### config.mk
export PLATFORM = sky130hd
export DESIGN_NAME = greedy_cutting_stock_packer
export DESIGN_NICKNAME = d
export VERILOG_FILES = /design/src/hdl/gcsp_pkg.sv /design/src/hdl/greedy_cutting_stock_packer.sv
export SDC_FILE = /design/constraint.sdc
export NUM_CORES = 1
export LEC_CHECK = 0
export BUFFER_PORTS_ARGS = -buffer_cell sky130_fd_sc_hd__buf_2
export CAP_MARGIN = 5
export CORE_ASPECT_RATIO = 1.5
export CORE_MARGIN = 5
export CORE_UTILIZATION = 50
export DETAILED_ROUTE_END_ITERATION = 8
export GPL_TIMING_DRIVEN = 0
export PLACE_DENSITY = 0.74
export SYNTH_ARGS = -nofsm -noshare
export SYNTH_HDL_FRONTEND = slang
export SYNTH_SLANG_ARGS = --single-unit
### constraint.sdc
create_clock -name clk_i -period 4.9 [get_ports clk_i]
set_clock_uncertainty 0.2 [all_clocks]
set_input_delay 0.245 -clock clk_i [delete_from_list [all_inputs] [get_ports clk_i]]
set_output_delay 0.245 -clock clk_i [all_outputs]
set_load 0.1 [all_outputs]
### src/hdl/gcsp_pkg.sv
// Package of the greedy cutting-stock packer: field widths, codes and the result type.
package gcsp_pkg;

  // Store depth used when no other value is given.
  localparam int unsigned MaxPiecesDef = 32;

  // Field widths.
  localparam int unsigned CountW  = 6;
  localparam int unsigned LenW    = 16;
  localparam int unsigned KerfW   = 8;
  localparam int unsigned BarW    = 6;
  localparam int unsigned TWasteW = 21;
  localparam int unsigned StatusW = 2;

  // Configuration register indexes and reset values.
  localparam int unsigned CfgIdxW = 1;
  localparam logic [CfgIdxW-1:0] RegBarLength = 1'd0;
  localparam logic [CfgIdxW-1:0] RegKerf      = 1'd1;
  localparam logic [LenW-1:0]    BarLengthRst = 16'd5800;
  localparam logic [KerfW-1:0]   KerfRst      = 8'd2;

  // Result status codes.
  localparam logic [StatusW-1:0] StatusOk       = 2'd0;
  localparam logic [StatusW-1:0] StatusNoFit    = 2'd1;
  localparam logic [StatusW-1:0] StatusOverflow = 2'd2;

  // One result item.
  typedef struct packed {
    logic [BarW-1:0]    bar_number;
    logic [LenW-1:0]    cut_len;
    logic               piece_valid;
    logic               bar_done;
    logic [LenW-1:0]    bar_waste;
    logic [BarW-1:0]    total_bars;
    logic [TWasteW-1:0] total_waste;
    logic [StatusW-1:0] status;
    logic               last;
  } out_item_t;

endpackage

### src/hdl/greedy_cutting_stock_packer.sv
// Greedy largest-fit cutting-stock packer with a one-port piece store memory.
// Loading: each group beat is accepted in S_LOAD, then its copies are written to the store in S_WRITE.
// Packing: each cut, each bar close and the closing search cost a scan of the store
// (N pieces stored, one memory read a cycle); the no-fit report then visits each entry,
// after which the final beat is issued; a held output beat stalls.
// Reset clears the count, used bits, overflow flag and sequencer; the store is not cleared.
// Configuration resets to a bar length of 5800 mm and a kerf of 2 mm.
module greedy_cutting_stock_packer
  import gcsp_pkg::*;
#(
  parameter int unsigned MAX_PIECES = MaxPiecesDef
) (
  input  logic        clk_i,
  input  logic        rst_ni,
  // Fields from bit 0: piece_count[5:0], piece_length[21:6], zero fill.
  input  logic [23:0] s_axis_tdata,
  input  logic        s_axis_tlast,   // last_group
  input  logic        s_axis_tvalid,
  output logic        s_axis_tready,
  // Fields from bit 0: bar_number[5:0], cut_len[21:6], bar_done[22],
  // bar_waste[38:23], total_bars[44:39], total_waste[65:45], zero fill.
  output logic [71:0] m_axis_tdata,
  // Fields from bit 0: piece_valid[0], status[2:1].
  output logic [2:0]  m_axis_tuser,
  output logic        m_axis_tlast,   // last
  output logic        m_axis_tvalid,
  input  logic        m_axis_tready,
  input  logic                cfg_we_i,
  input  logic [CfgIdxW-1:0]  cfg_idx_i,
  input  logic [LenW-1:0]     cfg_wdata_i
);

  localparam int unsigned IdxW = $clog2(MAX_PIECES);
  localparam int unsigned CntW = $clog2(MAX_PIECES + 1);
  localparam logic [CntW-1:0] MaxCnt = CntW'(MAX_PIECES);

  typedef enum logic [2:0] {
    S_LOAD, S_WRITE, S_SCAN, S_CUT, S_REP_RD, S_REP_EMIT, S_FINAL
  } state_e;

  state_e              state_q;
  logic [LenW-1:0]     bar_length_q;
  logic [KerfW-1:0]    kerf_q;
  logic [CntW-1:0]     stored_q;
  logic                overflow_q;
  logic [MAX_PIECES-1:0] used_q;
  logic [CountW-1:0]   cnt_q;
  logic [LenW-1:0]     len_q;
  logic                lastg_q;
  logic [CntW-1:0]     rd_ptr_q;
  logic                rv_q;
  logic [IdxW-1:0]     ridx_q;
  logic                best_found_q;
  logic [IdxW-1:0]     best_idx_q;
  logic [LenW-1:0]     best_len_q;
  logic [LenW-1:0]     remain_q;
  logic                bar_cut_q;
  logic [BarW-1:0]     bars_q;
  logic [TWasteW-1:0]  waste_q;
  out_item_t           pend_q;
  logic                pend_valid_q;
  out_item_t           out_q;
  logic                out_valid_q;

  // Piece store and its registered read port.
  logic [LenW-1:0]     mem_q [MAX_PIECES];
  logic [LenW-1:0]     rdata_q;
  logic                wr_en;
  logic                rd_en;
  logic [IdxW-1:0]     rd_idx;

  logic                out_free;
  logic                out_load;
  logic [LenW:0]       cand_need;
  logic                cand_fits;
  logic [LenW:0]       cut_need;
  out_item_t           final_item;
  out_item_t           cut_item;
  out_item_t           nofit_item;
  out_item_t           closed_item;

  assign rd_idx   = rd_ptr_q[IdxW-1:0];
  assign wr_en    = (state_q == S_WRITE) && (cnt_q != '0) && (stored_q < MaxCnt);
  assign rd_en    = ((state_q == S_SCAN) && (rd_ptr_q < stored_q)) ||
                    ((state_q == S_REP_RD) && (rd_ptr_q < stored_q) && !used_q[rd_idx]);
  assign out_free = !out_valid_q || m_axis_tready;

  // The output register takes a new beat when the pending beat moves on or at the end.
  assign out_load = ((state_q == S_CUT) && best_found_q && pend_valid_q && out_free) ||
                    ((state_q == S_REP_EMIT) && pend_valid_q && out_free) ||
                    ((state_q == S_FINAL) && out_free);

  always_ff @(posedge clk_i) begin
    if (wr_en) begin
      mem_q[stored_q[IdxW-1:0]] <= len_q;
    end
    if (rd_en) begin
      rdata_q <= mem_q[rd_idx];
    end
  end

  // Candidate test on the entry returned by the store: unused, fits, strictly longer.
  assign cand_need = {1'b0, rdata_q} + (LenW+1)'(kerf_q);
  assign cand_fits = !used_q[ridx_q] && (cand_need < {1'b0, remain_q}) &&
                     (!best_found_q || (rdata_q > best_len_q));
  assign cut_need  = {1'b0, best_len_q} + (LenW+1)'(kerf_q);

  // Beats built for a cut, a no-fit report and a bar close.
  always_comb begin
    cut_item             = '0;
    cut_item.bar_number  = bars_q;
    cut_item.cut_len     = best_len_q;
    cut_item.piece_valid = 1'b1;
    cut_item.status      = StatusOk;
    nofit_item             = '0;
    nofit_item.cut_len     = rdata_q;
    nofit_item.piece_valid = 1'b1;
    nofit_item.status      = StatusNoFit;
    closed_item           = pend_q;
    closed_item.bar_done  = 1'b1;
    closed_item.bar_waste = remain_q;
  end

  // Final beat carries totals, the last mark and the overflow report.
  always_comb begin
    final_item = pend_valid_q ? pend_q : '0;
    final_item.total_bars  = bars_q;
    final_item.total_waste = waste_q;
    final_item.last        = 1'b1;
    if (overflow_q) begin
      final_item.status = StatusOverflow;
    end
  end

  assign s_axis_tready = (state_q == S_LOAD);
  assign m_axis_tvalid = out_valid_q;
  assign m_axis_tlast  = out_q.last;
  assign m_axis_tuser  = {out_q.status, out_q.piece_valid};
  assign m_axis_tdata  = {6'b0, out_q.total_waste, out_q.total_bars, out_q.bar_waste,
                          out_q.bar_done, out_q.cut_len, out_q.bar_number};

  // Sequencer: store loading, scans, cuts, report and output registers.
  always_ff @(posedge clk_i or negedge rst_ni) begin
    if (!rst_ni) begin
      state_q      <= S_LOAD;
      bar_length_q <= BarLengthRst;
      kerf_q       <= KerfRst;
      stored_q     <= '0;
      overflow_q   <= 1'b0;
      used_q       <= '0;
      cnt_q        <= '0;
      len_q        <= '0;
      lastg_q      <= 1'b0;
      rd_ptr_q     <= '0;
      rv_q         <= 1'b0;
      ridx_q       <= '0;
      best_found_q <= 1'b0;
      best_idx_q   <= '0;
      best_len_q   <= '0;
      remain_q     <= '0;
      bar_cut_q    <= 1'b0;
      bars_q       <= '0;
      waste_q      <= '0;
      pend_q       <= '0;
      pend_valid_q <= 1'b0;
      out_q        <= '0;
      out_valid_q  <= 1'b0;
    end else begin
      if (cfg_we_i) begin
        case (cfg_idx_i)
          RegBarLength: bar_length_q <= cfg_wdata_i;
          RegKerf:      kerf_q       <= cfg_wdata_i[KerfW-1:0];
          default:      ;
        endcase
      end

      out_valid_q <= out_load || (out_valid_q && !m_axis_tready);

      case (state_q)
        // Take one group beat.
        S_LOAD: begin
          if (s_axis_tvalid) begin
            cnt_q   <= s_axis_tdata[CountW-1:0];
            len_q   <= s_axis_tdata[CountW+LenW-1:CountW];
            lastg_q <= s_axis_tlast;
            state_q <= S_WRITE;
          end
        end

        // Write the group's copies, one entry a cycle; surplus sets the overflow flag.
        S_WRITE: begin
          if (cnt_q != '0) begin
            cnt_q <= cnt_q - 1'b1;
            if (stored_q < MaxCnt) begin
              stored_q <= stored_q + 1'b1;
            end else begin
              overflow_q <= 1'b1;
            end
          end else if (lastg_q) begin
            remain_q     <= bar_length_q;
            bar_cut_q    <= 1'b0;
            bars_q       <= '0;
            waste_q      <= '0;
            rd_ptr_q     <= '0;
            rv_q         <= 1'b0;
            best_found_q <= 1'b0;
            state_q      <= S_SCAN;
          end else begin
            state_q <= S_LOAD;
          end
        end

        // Stream the store through the candidate test.
        S_SCAN: begin
          if (rv_q && cand_fits) begin
            best_found_q <= 1'b1;
            best_idx_q   <= ridx_q;
            best_len_q   <= rdata_q;
          end
          if (rd_ptr_q < stored_q) begin
            rd_ptr_q <= rd_ptr_q + 1'b1;
            ridx_q   <= rd_idx;
            rv_q     <= 1'b1;
          end else begin
            rv_q <= 1'b0;
            if (!rv_q) begin
              state_q <= S_CUT;
            end
          end
        end

        // Cut the best piece, close the bar, or move on to the report.
        S_CUT: begin
          if (best_found_q) begin
            if (!pend_valid_q || out_free) begin
              if (pend_valid_q) begin
                out_q <= pend_q;
              end
              pend_q             <= cut_item;
              pend_valid_q       <= 1'b1;
              used_q[best_idx_q] <= 1'b1;
              remain_q           <= remain_q - cut_need[LenW-1:0];
              bar_cut_q          <= 1'b1;
              rd_ptr_q           <= '0;
              best_found_q       <= 1'b0;
              state_q            <= S_SCAN;
            end
          end else if (bar_cut_q) begin
            pend_q    <= closed_item;
            waste_q   <= waste_q + TWasteW'(remain_q);
            bars_q    <= bars_q + 1'b1;
            remain_q  <= bar_length_q;
            bar_cut_q <= 1'b0;
            rd_ptr_q  <= '0;
            state_q   <= S_SCAN;
          end else begin
            rd_ptr_q <= '0;
            state_q  <= S_REP_RD;
          end
        end

        // Look for the next piece that was never cut.
        S_REP_RD: begin
          if (rd_ptr_q >= stored_q) begin
            state_q <= S_FINAL;
          end else begin
            rd_ptr_q <= rd_ptr_q + 1'b1;
            if (!used_q[rd_idx]) begin
              state_q <= S_REP_EMIT;
            end
          end
        end

        // Queue the no-fit piece behind the pending beat.
        S_REP_EMIT: begin
          if (!pend_valid_q || out_free) begin
            if (pend_valid_q) begin
              out_q <= pend_q;
            end
            pend_q       <= nofit_item;
            pend_valid_q <= 1'b1;
            state_q      <= S_REP_RD;
          end
        end

        // Issue the final beat and empty the store for the next batch.
        S_FINAL: begin
          if (out_free) begin
            out_q        <= final_item;
            pend_valid_q <= 1'b0;
            stored_q     <= '0;
            overflow_q   <= 1'b0;
            used_q       <= '0;
            state_q      <= S_LOAD;
          end
        end

        default: state_q <= S_LOAD;
      endcase
    end
  end

  // The store count never passes its depth.
  a_count_bounded: assert property (@(posedge clk_i) disable iff (!rst_ni)
    stored_q <= MaxCnt)
    else $error("piece count beyond store depth");

  // A new group is only taken once no result beat is left pending.
  a_ready_empty: assert property (@(posedge clk_i) disable iff (!rst_ni)
    s_axis_tready |-> !pend_valid_q)
    else $error("group accepted with a result still pending");

  // A cut only ever takes a piece that is still unused.
  a_cut_unused: assert property (@(posedge clk_i) disable iff (!rst_ni)
    (state_q == S_CUT && best_found_q) |-> !used_q[best_idx_q])
    else $error("cut selected a piece already used");

  // After the final beat the store is empty.
  a_final_clears: assert property (@(posedge clk_i) disable iff (!rst_ni)
    (state_q == S_FINAL && out_free) |=> (stored_q == '0 && used_q == '0 && out_valid_q))
    else $error("store not emptied after the final beat");

endmodule
==> run_results.csv, run 1 <==
group,metric,value,unit
detailed_routing,viasPerCell,6.19,
floorplanning,rows,118,
power_and_ir_drop,pwr_density_cell,636,mW/mm2
cts,clock_sinks,808,
sta,period_share,0.970,
critical_path,cp.arrival,5.06,ns
sta,rsz0062_at_grt,"no",
floorplanning,dieWidth,226,um
cells_and_area,drive_gt1_frac,0.223,
sta,hold_violations,0,
cts,path_clk_slew,0.06,ns
sta,max-slew-margin-rel,0.161,
floorplanning,io_pins,125,
placed_design,portBuffers,116,
critical_path,crit_path_end_kind,"register",
global_routing,antenna_found_initial,0,
power_and_ir_drop,power.ir.vdd_worst,583,uV
cells_and_area,final_nets,2702,
synthesis,ys_types,68,
cells_and_area,final_util,0.586,
placed_design,dpl_cell_area,0.0375,mm2
synthesis,synth.avg_cell_area,15.4,um2
synthesis,synth_flop_cell,"edfxtp_1",
global_routing,overflow,0,
cts,cts_tree,"built",
synthesis,async_flop_share,0.347,
job,drv_cap,0,
cells_and_area,fin_area,0.0406,mm2
min_path,hp-class,"input pin to register",
sta,tns,0,ns
cts,numCtsBuffers,74,
power_and_ir_drop,p_leak,0.0153,uW
detailed_routing,route.detailed.drc,0,
detailed_routing,firstDrtPassIters,5,
cts,clk_path_buf_depth,3,
critical_path,required,5.21,ns
detailed_routing,wl_per_cell,27.8,um
global_routing,grt_pass1_vias,22800,
cells_and_area,syn_to_final_growth,16.0,%
sta,drv_slew,0,
sta,max_clock_freq,210,MHz
synthesis,synth.area.top_cells,"edfxtp_1, dfrtp_1, mux4_2",
placed_design,place_ws,-0.324,ns
synthesis,ys_ff_latch,808,
outcome,status,"finished clean",
cells_and_area,n_antenna_cell,0,
critical_path,crit_fanout,8,
synthesis,seq_area_frac_synth,0.653,
critical_path,cp-start-kind,"register",
critical_path,crit_start,"kerf_q[1]$_DFFE_PN1P_",
global_routing,grt.total_usage,0.259,
synthesis,synth_edf_count,528,
synthesis,yosys_warnings,0,
synthesis,netlist_instances,2266,
sta,fin_crit,4.75,ns
sta,worst_slew_pin_slew,1.26,ns
floorplanning,die_h,334,um
floorplanning,initial_core_util,0.506,
synthesis,synth_area_leader_cell,"edfxtp_1",
global_routing,grt_pass1_wl,145,mm
sta,timing.final.ws_setup,0.147,ns
cts,root_buffer,"clkbuf_16",
placed_design,hpwl,68.2,mm
cts,clk-insertion-delay-late,0.64,ns
detailed_routing,dr_total_vias,21700,
detailed_routing,first_iter_violations,1861,
floorplanning,dieArea,0.0755,mm2
critical_path,crit_type,"register to register",
global_routing,grt_max_degree,115,
floorplanning,core_area,0.0692,mm2
synthesis,synth_top_area_frac,0.453,
critical_path,r2r_start,"kerf_q[1]$_DFFE_PN1P_",
detailed_routing,wirelength,97.6,mm
min_path,min-delay-start,"cfg_idx_i",
detailed_routing,postRouteAntennaNets,0,
cts,cts_max_level,3,
synthesis,synth_area,0.0350,mm2
sta,setup_viol,0,
placed_design,gp_congestion,0.989,
## per-stage QoR
| step | cells | hold WS, ns | total power, uW |
|---|---|---|---|
| 2_1_floorplan | 2271 | -0.251 | 16700 |
| 3_3_place_gp | 3287 | 0.253 | 19400 |
| 3_5_place_dp | 3321 | 0.0472 | 19800 |
| 4_1_cts | 3508 | 0.0184 | 25800 |
| 5_1_grt | 3512 | 0.0632 | 27000 |
| 6_report | 3512 | 0.0365 | 25800 |
## registers in the layout (all words and copies together) (netlist names), 8 cells and up
name          flops
kerf_q            8
waste_q          21
mem_q           512
best_len_q       16
used_q           32
remain_q         16
m_axis_tdata     66
closed_item      24
rdata_q          16
pend_q           17
bar_length_q     16
len_q            16
## worst max-delay path, stage by stage (launching register included)
cell and delay [ns]:
dfstp_2 0.57, ha_1 0.24, a21o_1 0.20, a21oi_2 0.18, nor2b_1 0.09, o41ai_2 0.33
nand2b_1 0.19, nand2_1 0.08, xor2_1 0.15, ha_1 0.29, a21o_1 0.18, a211oi_2 0.32
o22ai_1 0.19, a311oi_1 0.27, nand4_1 0.18, a311oi_4 0.31, buf_6 0.17, buf_6 0.14
mux2_1 0.33
## path summary, 6_finish.rpt
path	end	slack (ns)	cells after the start
worst max-delay path	best_idx_q[2]$_DFFE_PN0P_	0.15	18
min in group asynchronous	m_axis_tdata[13]$_DFFE_PN0P_	0.41	3
worst min-delay path	bar_length_q[0]$_DFFE_PN0P_	0.04	4
worst min register to register	closed_item[69]$_DFFE_PN0P_	0.28	2
max in group asynchronous	waste_q[10]$_DFFE_PN0P_	3.23	4
worst max register to register	best_idx_q[2]$_DFFE_PN0P_	0.15	18
## layout make-up
type,instances,area (um2)
Buffer,110,467
Clock buffer,96,2030
Clock inverter,40,422
Fill cell,5110,28600
Inverter,86,323
Multi-Input combinational cell,1267,11500
Sequential cell,808,22900
Tap cell,900,1130
Timing Repair Buffer,205,1860
## synth_stat cells (4+ instances only)
master / instances
o21ai_0: 108
buf_4: 8
nand3_1: 33
o21a_1: 8
mux2i_1: 15
dfrtp_1: 273
a22oi_1: 5
mux2_1: 17
fa_1: 10
xnor2_1: 32
nor4_1: 4
xor2_1: 15
nor2b_1: 14
buf_2: 7
nor3b_1: 10
a211oi_1: 11
buf_1: 22
a21o_1: 21
clkbuf_1: 71
a22o_1: 74
mux4_2: 172
o31ai_1: 5
nand4_1: 12
ha_1: 93
nor2_1: 142
and3_1: 21
inv_1: 86
nand2_1: 138
edfxtp_1: 528
nand2b_1: 11
or3_1: 8
o211ai_1: 8
dfstp_2: 7
a31oi_1: 20
mux2_2: 66
a2111oi_0: 4
a21oi_1: 106
nor3_1: 25
and2_1: 9
## cell families (layout without fill, tap and decap cells)
kind of cell / after synthesis / count (layout) / share of synthesized area
DFF: 808 / 808 / 0.653
and+or+nand+nor: 436 / 436 / 0.0566
AOI/OAI and AO/OA: 405 / 405 / 0.0751
muxes: 270 / 270 / 0.142
buffers and inverters: 196 / 537 / 0.0226
adders and majority gates: 103 / 103 / 0.0390
xor gates and xnor gates: 47 / 47 / 0.0118
other: 1 / 6 / 0.000107
## timing repair
| item | in CTS | in global routing |
|---|---|---|
| hold buffers | 44 | 0 |
| setup buffers | 6 | 3 |
| setup endpoints to repair | 22 | 22 |
| pin swaps | 8 | 7 |
| hold endpoints to repair | 288 | 0 |
| cloned | 1 | 0 |
| resized for setup | 9 | 4 |
## report_power, final
part / internal, uW / switching (uW) / leakage, uW
logic: 3530 / 6180 / 0.00564
clock network: 3230 / 2610 / 0.00119
registers: 8850 / 1420 / 0.00843
total: 15600 / 10200 / 0.0153
## layer usage
metal  wire, um  vias up  global-route usage
li1           -     9277                   -
met1      32300    11100               0.281
met2      52300     1002               0.470
met3       5230      337              0.0333
met4       7750        0               0.172
met5          0        -                   0
## placed cells by master (no fill, tap or decap), types with 66 or more instances in the layout
| cell type | instances |
|---|---|
| edfxtp_1 | 528 |
| dfrtp_1 | 273 |
| mux4_2 | 172 |
| nand2_1 | 138 |
| buf_2 | 123 |
| nor2_1 | 110 |
| o21ai_0 | 107 |
| a21oi_1 | 104 |
| ha_1 | 93 |
| inv_1 | 86 |
| clkbuf_1 | 85 |
| clkbuf_16 | 75 |
| a22o_1 | 74 |
| mux2_2 | 66 |
Note: power is estimated with default switching activity, not from simulation.
==> inputs of run 2 (changes only) <==
- CELL_PAD_IN_SITES_DETAIL_PLACEMENT: not set -> 1
- CELL_PAD_IN_SITES_GLOBAL_PLACEMENT: not set -> 1
- CORE_ASPECT_RATIO: 1.5 -> not set
- PLACE_DENSITY: 0.74 -> 0.83
- clock period: 4.9 -> 5.8 ns (I/O delays scaled with it)
==> run 2 against run 1 <==
  * Final area grew 0.30%
  * Global-route usage grew 1.7 points
  * Sequential share of layout area decreased by 0.17 points
  * Clock power is 5.0% lower
  * Die area fell by 0.15%
  * Critical path type unchanged
==> run_results.csv, run 2 (synthesized netlist as in run 1, its figures left out) <==
group,metric,value,unit
outcome,status,"finished clean",
min_path,hp-class,"input pin to asynchronous set/reset pin",
cells_and_area,drive_gt1_frac,0.222,
sta,hold_slack,0.0719,ns
sta,rsz0062_at_grt,"no",
cts,cts_hold_buf,43,
critical_path,cp-start-kind,"register",
sta,hold_violations,0,
detailed_routing,route.detailed.drc,0,
cells_and_area,fillCellCount,6508,
floorplanning,io_pins,125,
sta,max_clock_freq,193,MHz
cts,path_clk_slew,0.06,ns
critical_path,required,6.12,ns
cts,cts_max_level,3,
power_and_ir_drop,power.ir.vdd_worst,397,uV
detailed_routing,firstDrtPassIters,5,
detailed_routing,wirelength,104,mm
global_routing,overflow,0,
cells_and_area,most-common-layout-cells,"edfxtp_1, dfrtp_1, mux4_2, nand2_1, buf_2",
critical_path,crit_family,"compound AO/OA/AOI/OAI gates",
cells_and_area,final_common_cell,"edfxtp_1",
sta,worst_slew_pin_slew,1.29,ns
critical_path,max_stage_delay,0.58,ns
critical_path,slowest_stage,"dfstp_2",
power_and_ir_drop,clkPwrFrac,0.246,
critical_path,crit_type,"register to register",
power_and_ir_drop,p_comb_frac,0.366,
floorplanning,initial_core_util,0.502,
cells_and_area,fin_cells,3560,
floorplanning,core_area,0.0698,mm2
cells_and_area,final_nets,2702,
placed_design,dp_cells,3362,
sta,period_share,0.891,
job,drv_cap,0,
detailed_routing,viasPerCell,6.20,
floorplanning,die_h,275,um
cts,clk-insertion-delay-late,0.67,ns
critical_path,cp.arrival,5.49,ns
cts,post_cts_buffers,0,
sta,max-slew-margin-rel,0.138,
critical_path,crit_path_end_kind,"register",
global_routing,grt_pass1_vias,23800,
placed_design,hpwl,69.9,mm
cts,cts_tree,"built",
placed_design,gp_congestion,0.919,
global_routing,grt.total_usage,0.276,
global_routing,antenna_found_initial,1,
sta,drv_slew,0,
sta,fin_crit,5.17,ns
critical_path,cp_num_buf_inv,2,
cts,clk_path_buf_depth,3,
critical_path,crit_fanout,10,
global_routing,grt_pass1_wl,155,mm
sta,setup_viol,0,
floorplanning,dieArea,0.0754,mm2
floorplanning,dieWidth,275,um
cts,root_buffer,"clkbuf_16",
power_and_ir_drop,p_switching,8910,uW
power_and_ir_drop,p_seq_frac,0.388,
cts,clock_sinks,808,
cts,cts-resized-gates,0,
cells_and_area,n_antenna_cell,0,
cells_and_area,largest_reg_flops,512,
cells_and_area,syn_to_final_growth,16.3,%
placed_design,portBuffers,116,
power_and_ir_drop,internal_power,13600,uW
detailed_routing,wl_per_cell,29.1,um
floorplanning,rows,97,
cts,numCtsBuffers,84,
detailed_routing,dr_total_vias,22100,
power_and_ir_drop,pwr_density_cell,553,mW/mm2
power_and_ir_drop,sw_frac_of_total,0.395,
critical_path,crit_chain,"inv_1 > fa_1 > nand2b_1 > a21oi_1 > o31ai_1 > a21boi_0 > o21ba_2 > nand3_1 > xnor2_1 > ha_1 > o21a_1 > o211ai_1 > o22ai_1 > a311oi_1 > nand4_1 > a311oi_2 > buf_6 > mux2_1",
detailed_routing,postRouteAntennaNets,0,
detailed_routing,first_iter_violations,2090,
power_and_ir_drop,p_leak,0.0153,uW
global_routing,grt_max_degree,125,
run 2: cell types whose count changed in the layout (fill, tap and decap cells not counted), sizes merged, moves of 3 or more:
cell	previous run	this run
clkinv	28	31
bufinv	5	8
buf	201	192
clkbuf	167	181
run 2: path summary, 6_finish.rpt:
kind	slack, ns	cells past startpoint	endpoint	start
worst max-delay path	0.63	18	best_len_q[14]$_DFFE_PN0P_	kerf_q[1]$_DFFE_PN1P_
worst min-delay path	0.07	2	bar_length_q[12]$_DFFE_PN1P_	rst_ni
worst max register to register	0.63	18	best_len_q[14]$_DFFE_PN0P_	kerf_q[1]$_DFFE_PN1P_
worst min register to register	0.28	2	pend_q[34]$_DFFE_PN0P_	pend_q[34]$_DFFE_PN0P_
max in group asynchronous	4.68	3	m_axis_tdata[0]$_DFFE_PN0P_	rst_ni
min in group clk_i	0.14	4	bar_length_q[1]$_DFFE_PN0P_	cfg_idx_i
run 2: power by group through the flow:
| stage | registers, uW | clock network (uW) | logic [uW] |
|---|---|---|---|
| floorplan | 9280 | 0 | 4830 |
| global placement | 8660 | 0 | 7550 |
| detailed placement | 8830 | 0 | 8030 |
| CTS | 8730 | 5610 | 8190 |
| global route | 8850 | 5910 | 8800 |
| finish | 8740 | 5550 | 8240 |
run 2: layout make-up:
class	instances	area, um2	share of cell area
Buffer	110	467	0.0115
Clock buffer	110	2300	0.0565
Clock inverter	44	541	0.0133
Inverter	86	323	0.00793
Multi-Input combinational cell	1267	11400	0.281
Sequential cell	808	22900	0.562
Tap cell	940	1180	0.0289
Timing Repair Buffer	195	1600	0.0392
run 2: through the flow:
stage / instance area [um2] / total power (uW) / setup TNS (ns) / worst slack (ns) / util
4_1_cts: 40700 / 22500 / 0 / 0.660 / 0.583
2_1_floorplan: 35000 / 14100 / 0 / 1.45 / -
5_1_grt: 40700 / 23600 / 0 / 0.385 / 0.584
6_report: 40700 / 22500 / 0 / 0.631 / 0.584
3_3_place_gp: 36800 / 16200 / -211.24 / -0.822 / 0.527
3_5_place_dp: 37400 / 16900 / 0 / 0.678 / 0.536
run 2: worst register-to-register path, stage by stage (launching register included):
cell,delay (ns)
dfstp_2,0.58
inv_1,0.08
fa_1,0.45
nand2b_1,0.18
a21oi_1,0.24
o31ai_1,0.11
a21boi_0,0.29
o21ba_2,0.24
nand3_1,0.12
xnor2_1,0.16
ha_1,0.31
o21a_1,0.13
o211ai_1,0.31
o22ai_1,0.15
a311oi_1,0.21
nand4_1,0.17
a311oi_2,0.52
buf_6,0.28
mux2_1,0.36
run 2: layer usage:
| layer | share of wire | up-vias | wire [um] | global-route usage |
|---|---|---|---|---|
| met5 | 0 | - | 0 | 0 |
| met4 | 0.054 | 0 | 5550 | 0.123 |
| met3 | 0.062 | 259 | 6420 | 0.0399 |
| met2 | 0.52 | 1001 | 54200 | 0.495 |
| met1 | 0.36 | 11500 | 37400 | 0.334 |
| li1 | - | 9280 | - | - |
